$ cat src/rtl/assert_macros.svh
// ----------------------------------------------------------------------------
// Assertion macros
// Clocked assertion checks included by the hop ratio RTL.
// ----------------------------------------------------------------------------
`ifndef ASSERT_MACROS_SVH
`define ASSERT_MACROS_SVH

// check prop at every rising clock edge outside reset
`define ASSERT_CLK(lbl, clk, rst, prop, msg) \
   lbl: assert property (@(posedge clk) disable iff (rst) (prop)) else $error(msg);

// check that cond never holds outside reset
`define ASSERT_NEVER(lbl, clk, rst, cond, msg) \
   lbl: assert property (@(posedge clk) disable iff (rst) !(cond)) else $error(msg);

`endif

$ cat src/rtl/dhhr_ram.sv
// ----------------------------------------------------------------------------
// dhhr_ram
// Generic single write port, single read port RAM with registered read.
// ----------------------------------------------------------------------------
module dhhr_ram #(
   parameter int WIDTH = 8,
   parameter int DEPTH = 256
) (
   input  logic                     clock,
   input  logic                     wr_en,
   input  logic [$clog2(DEPTH)-1:0] wr_addr,
   input  logic [WIDTH-1:0]         wr_data,
   input  logic [$clog2(DEPTH)-1:0] rd_addr,
   output logic [WIDTH-1:0]         rd_data
);

   logic [WIDTH-1:0] mem_ff [DEPTH];
   logic [WIDTH-1:0] rd_data_ff;

   always_ff @(posedge clock) begin
      if (wr_en) begin
         mem_ff[wr_addr] <= wr_data;
      end
      rd_data_ff <= mem_ff[rd_addr];
   end

   assign rd_data = rd_data_ff;

endmodule

$ cat config.mk
export PLATFORM = sky130hd
export DESIGN_NAME = dhhr_ram
export DESIGN_NICKNAME = d
export VERILOG_FILES = /design/src/rtl/assert_macros.svh /design/src/rtl/dhhr_ram.sv
export SDC_FILE = /design/constraint.sdc
export NUM_CORES = 2
export LEC_CHECK = 0
export BUFFER_PORTS_ARGS = -buffer_cell sky130_fd_sc_hd__buf_2
export CAP_MARGIN = 5
export CELL_PAD_IN_SITES_DETAIL_PLACEMENT = 1
export CELL_PAD_IN_SITES_GLOBAL_PLACEMENT = 1
export CORE_ASPECT_RATIO = 1.75
export CORE_MARGIN = 8
export CORE_UTILIZATION = 30
export CTS_CLUSTER_DIAMETER = 80
export DETAILED_ROUTE_END_ITERATION = 10
export GPL_ROUTABILITY_DRIVEN = 0
export GPL_TIMING_DRIVEN = 0
export PLACE_DENSITY_LB_ADDON = 0.15
export SETUP_SLACK_MARGIN = 0.15
export SKIP_LAST_GASP = 1
export SYNTH_ARGS = -nofsm -noshare
export SYNTH_HDL_FRONTEND = slang
export SYNTH_SLANG_ARGS = --single-unit
$ cat constraint.sdc
create_clock -name clock -period 1.95 [get_ports clock]
set_input_delay 0.0975 -clock clock [delete_from_list [all_inputs] [get_ports clock]]
set_output_delay 0.0975 -clock clock [all_outputs]
set_load 0.01 [all_outputs]
# ---- After elaboration in Yosys (flattened, before gate mapping)
# Memories as Yosys holds them, arrays and structs flattened. A register that Yosys moved wholly into a read port is not among the register bits.
# Cells that the tools add are included.
dict set report totals {
  register_bits 0
  ram_bits 2048
  inputBits 26
  out_inout_bits 8
  wordCells 3
  memories 1
}
# name depth word_bits read_ports rd_ports_with_merged_regs write_ports line_no
set mem_list {}
lappend mem_list {mem_ff 256 8 1 1 1 dhhr_ram.sv:17} ;# logic [WIDTH-1:0] mem_ff [DEPTH];
dict set report classes {
  muxes 2
}
# cell count
set op_table {}
lappend op_table {{1-bit two-way mux} 2}

# ---- Longest topological paths before layout
dict set report logic_depth {
  ltp_word 2
  mapped_depth 11
  ltp_nobuf 6
}

# ---- Worst setup path before layout
# OpenSTA, ideal clock, no wires.
dict set report synth_path {
  path_kind {in2reg}
  startpoint {input port rd_addr[0]}
  endpoint {register rd_data_ff[2], in the netlist rd_data[2] (read register of mem_ff)}
  setup_ns 0.131
  arrival_time_ns 1.904
  required_ns 1.819
  path_slack_ns -0.085
  cell_stages 9
  n_path_buf 4
  path_cell_list {buf_6 buf_12 buf_8 buf_2 mux4_2 a22oi_1 a21oi_1 nor4_1 nor4_2}
}
# item line_no
set synth_rtl {}
lappend synth_rtl {{start: declaration} dhhr_ram.sv:13} ;# input logic [$clog2(DEPTH)-1:0] rd_addr,
lappend synth_rtl {{end: declaration} dhhr_ram.sv:18} ;# logic [WIDTH-1:0] rd_data_ff;

==> summary.md <==
| Metric | Value |
|---|---|
| Worst-case vdd ir drop | `0.693 mV` |
| Layout Cell Area excl Fill | `94300 µm²` |
| Count of unique library cells instantiated by Yosys | `55` |
| Number of ports placed on the die boundary | `34` |
| Worst hold path depth | `3` |
| Detailed-route wire length | `301000 µm` |
| DRC Markers | `0` |
| Count of non-filler cells in the finished layout | `between 7000 and 8000` |
| Number of fill cells | `25485` |
| Critical Path Start Type | `input pin` |
| Number of standard-cell rows in the floorplan | `250` |
| Share of the cycle needed by the critical path after routing | `127%` |
| CTS Buffer Depth | `4` |
| Maximum number of pins on one net before global-route repair | `~150` |
| Run status | `complete, but fails checks` |
| Register bit count reported by yosys | `between 2000 and 2500` |
| Placed cell areas | `85200 µm²` |
| Endpoint arrival time on the critical path | `3.19 ns` |
| Setup Skew | `around 0.045 ns` |
| Worst Path Required | `~2.7 ns` |
| Horizontal die dimension | `405 µm` |
| Vias per cell | `5.21` |
| Failing checks | `setup timing` |
| Fraction of the yosys area taken by sequential cells | `between 70% and 80%` |
| Max-slew violations | `0` |
| Post-placement cell count | `7320` |
| Cell class contributing the biggest share of worst-path delay | `buffers and inverters` |
| Net Count, Synth | `3759` |
| Category of the critical setup timing path | `input pin to flip-flop` |
| Delay of the slowest critical-path stage | `0.51 ns` |
| Post-synth EDFFs | `2048` |
| Clock Root Buffer | `clkbuf_16` |
| Final-layout setup total negative slack | `-3.71 ns` |
| Sink count of the clock tree | `just over 2000` |
| Via count | `40175` |
| Path category of the worst min-delay check | `input pin to flip-flop` |
| Share of the core filled with cells | `between 30% and 40%` |
| Number of buffers inserted by port buffering | `26` |
| First-pass iteration count of the detailed router | `8` |
| FMAX | `403 MHz` |
| Nets | `4051` |
| Count of cells along the worst register-to-register path | `6` |
| Combined area of the multi-input logic cells | `18900 µm²` |
| FF-to-FF Start | `mem_ff[82][5]$_DFFE_PP_` |
| Prevailing post-synth register cell | `edfxtp_1` |
| Clock latency of the later-clocked register in the worst-skew pair | `0.86 ns` |
| DRC violation total after the first TritonRoute iteration | `~3400` |
| Share of synthesized flip-flops with an asynchronous set or reset | `0%` |
| Worst Path Buf+Inv | `4` |
| Largest fanout of any net on the critical path | `10` |
| GRT Util Overall | `20.9%` |
| Setup repair after global routing missed its margin | `true` |
| WL/cell | `a little under 40 µm` |
| Number of buffers created by CTS | `197` |
| Die Y | `about 700 µm` |
| Worst max-slew margin expressed relative to the limit | `19.8%` |
| Hold Path Origin | `wr_addr[6]` |
| Antenna violations before repair | `24` |
| Slack of the worst reg-to-reg path | `-0.52 ns` |
| Number of global-route vias before repair | `between 40000 and 50000` |
| Ordered cell list for the critical path | `buf_2 > buf_8 > buf_4 > clkbuf_4 > mux4_2 > a22oi_2 > a21oi_4 > nor4_4 > nor4_4` |
| Final critical delay including setup and external delays | `roughly 2.5 ns` |
| Endpoint of the worst hold path | `mem_ff[238][7]$_DFFE_PP_` |
| Placeable core region | `264000 µm²` |
| Tot Pwr | `92.2 mW` |
| Number of setup violations in the final report | `8` |
| Capture point of the worst reg-to-reg path | `rd_data[5]$_DFF_P_` |
| Syn-to-layout area delta | `18.6%` |
| Master of the slowest instance on the critical path | `nor4_4` |
| Pin slew with the least headroom to its limit | `around 1.2 ns` |
| Number of H-tree branching levels | `4` |
| Total die area | `around 280000 µm²` |
| Post-synthesis instance area | `79600 µm²` |
| Lkg Pwr | `28.2 nW` |
| Post-detail-place hpwl | `211000 µm` |
| CTS tree | `yes` |
| Mean Syn Cell Area | `21.3 µm²` |
| Final setup margin | `-0.533 ns` |
| Final antenna-violating net count | `0` |
| Global-route wire length before repair | `between 400000 and 500000 µm` |
| Sum of overflow across all layers after global routing | `0` |
| Final Hold Vio Count | `0` |
| Number of max-cap violations | `0` |
| Clock transition at the registers of the reported paths | `0.07 ns` |
| Seq. cell area | `61700 µm²` |
| Warning count from the yosys run | `0` |
| Type of destination of the critical path | `flip-flop` |
| Total power density per cell area | `977 nW/µm²` |
| Worst-case setup slack after placement | `-3.93 ns` |
| Initial Utilization | `30.1%` |
| Fraction of final layout cells with drive strength greater than 1 | `between 30% and 40%` |
| Cells after synthesis | `3733` |
| Final hold slack | `~0.067 ns` |
| Critical path's most frequent cell | `nor4_4` |
==> what timing repair did <==
action / in CTS / in global routing
pin swaps: 40 / 19
endpoints found under the hold margin: 869 / 0
gates resized for setup: 638 / 115
endpoints found under the setup margin: 2026 / 1255
hold buffers: 14 / 0
buffers inserted: 20 / 0
==> cells in the final DEF (no fill, tap or decap), drive strengths merged, types with 12 or more instances in the layout <==
cell	instances
nor4	27
o22ai	28
nor2	282
clkbuf	338
o221ai	47
a221oi	14
dlygate4sd3	13
a21oi	96
o21ai	12
nor2b	31
mux2i	134
mux4	456
buf	209
a211oi	16
nand3	34
nand2	33
nor3	22
a22oi	133
clkinv	92
edfxtp	2048
==> logic make-up (layout without fill, tap and decap cells) <==
group,Yosys count,count (layout),synth area share (%)
other,0,11,0
buffers and inverters,235,673,1.83
AND/OR/NAND/NOR,466,466,2.63
AO/OA/AOI/OAI,385,385,3.42
multiplexers,591,591,14.6
flip-flops,2056,2056,77.5
==> synth_stat cells (3+ instances only) <==
library cell	instances	area share [%]
edfxtp_1	2048	77
mux4_2	454	13
nor2_1	282	1.3
mux2i_1	134	1.7
a22oi_1	133	1.3
clkbuf_1	111	0.52
a21oi_1	96	0.60
o221ai_1	46	0.51
nand3_1	34	0.21
nand2_1	33	0.16
buf_2	31	0.20
nor2b_1	31	0.24
o22ai_1	28	0.22
buf_4	27	0.25
nor4_1	24	0.19
buf_1	22	0.10
nor3_1	22	0.14
buf_6	21	0.30
a211oi_1	16	0.15
a221oi_1	13	0.14
buf_8	13	0.25
nand4_1	10	0.079
o211ai_1	10	0.094
o21ai_0	10	0.063
a22o_1	8	0.088
buf_12	8	0.20
dfxtp_1	8	0.20
nand2b_1	8	0.063
and2_1	6	0.047
o22a_1	5	0.055
o32ai_1	4	0.044
or2_2	4	0.031
nor4_2	3	0.047
==> flip-flops by register name, summed over array words and instances (netlist names) <==
name,count
mem_ff,2048
rd_data,8
==> worst max-delay path by stage <==
stage	end	startpoint	cells after the start	slack, ns
floorplan	rd_data[0]$_DFF_P_	rd_addr[0]	9	0.03
global placement	rd_data[4]$_DFF_P_	rd_addr[2]	9	-4.74
detailed placement	rd_data[7]$_DFF_P_	rd_addr[2]	9	-3.93
CTS	rd_data[5]$_DFF_P_	mem_ff[82][5]$_DFFE_PP_	6	-0.55
global route	rd_data[5]$_DFF_P_	mem_ff[80][5]$_DFFE_PP_	6	-0.53
finish	rd_data[0]$_DFF_P_	rd_addr[1]	9	-0.53
==> worst reg2reg max path: stages, from the launching register on <==
cell	delay, ns
edfxtp_1	0.36
mux4_2	0.49
a22o_4	0.29
a221oi_4	0.38
o32ai_4	0.20
nor3_4	0.49
nor4_4	0.13
==> power by group <==
part,switching [mW],total [mW],internal (mW)
Clock,17.2,37.1,20.0
Combinational,4.40,6.33,1.93
Sequential,0.0312,48.7,48.7
==> area by class of cell <==
class                   instances  share of cell area (%)
well taps                    3528                    4.68
clock buffers                 235                    5.42
inverters                       2                 0.00928
plain buffers                 233                    2.29
flip-flops and latches       2056                    65.4
diodes                         11                  0.0292
multi-input cells            1442                    20.1
clock inverters               110                   0.821
repair buffers                 93                    1.32
==> per-layer routing <==
metal | share of wire [%] | track usage [%]
met1 | 35 | 22.4
met5 | 0.0017 | 0
met3 | 3.6 | 2.27
met4 | 5.2 | 9.41
met2 | 56 | 40.7
Power figures use the tool's default switching activity.
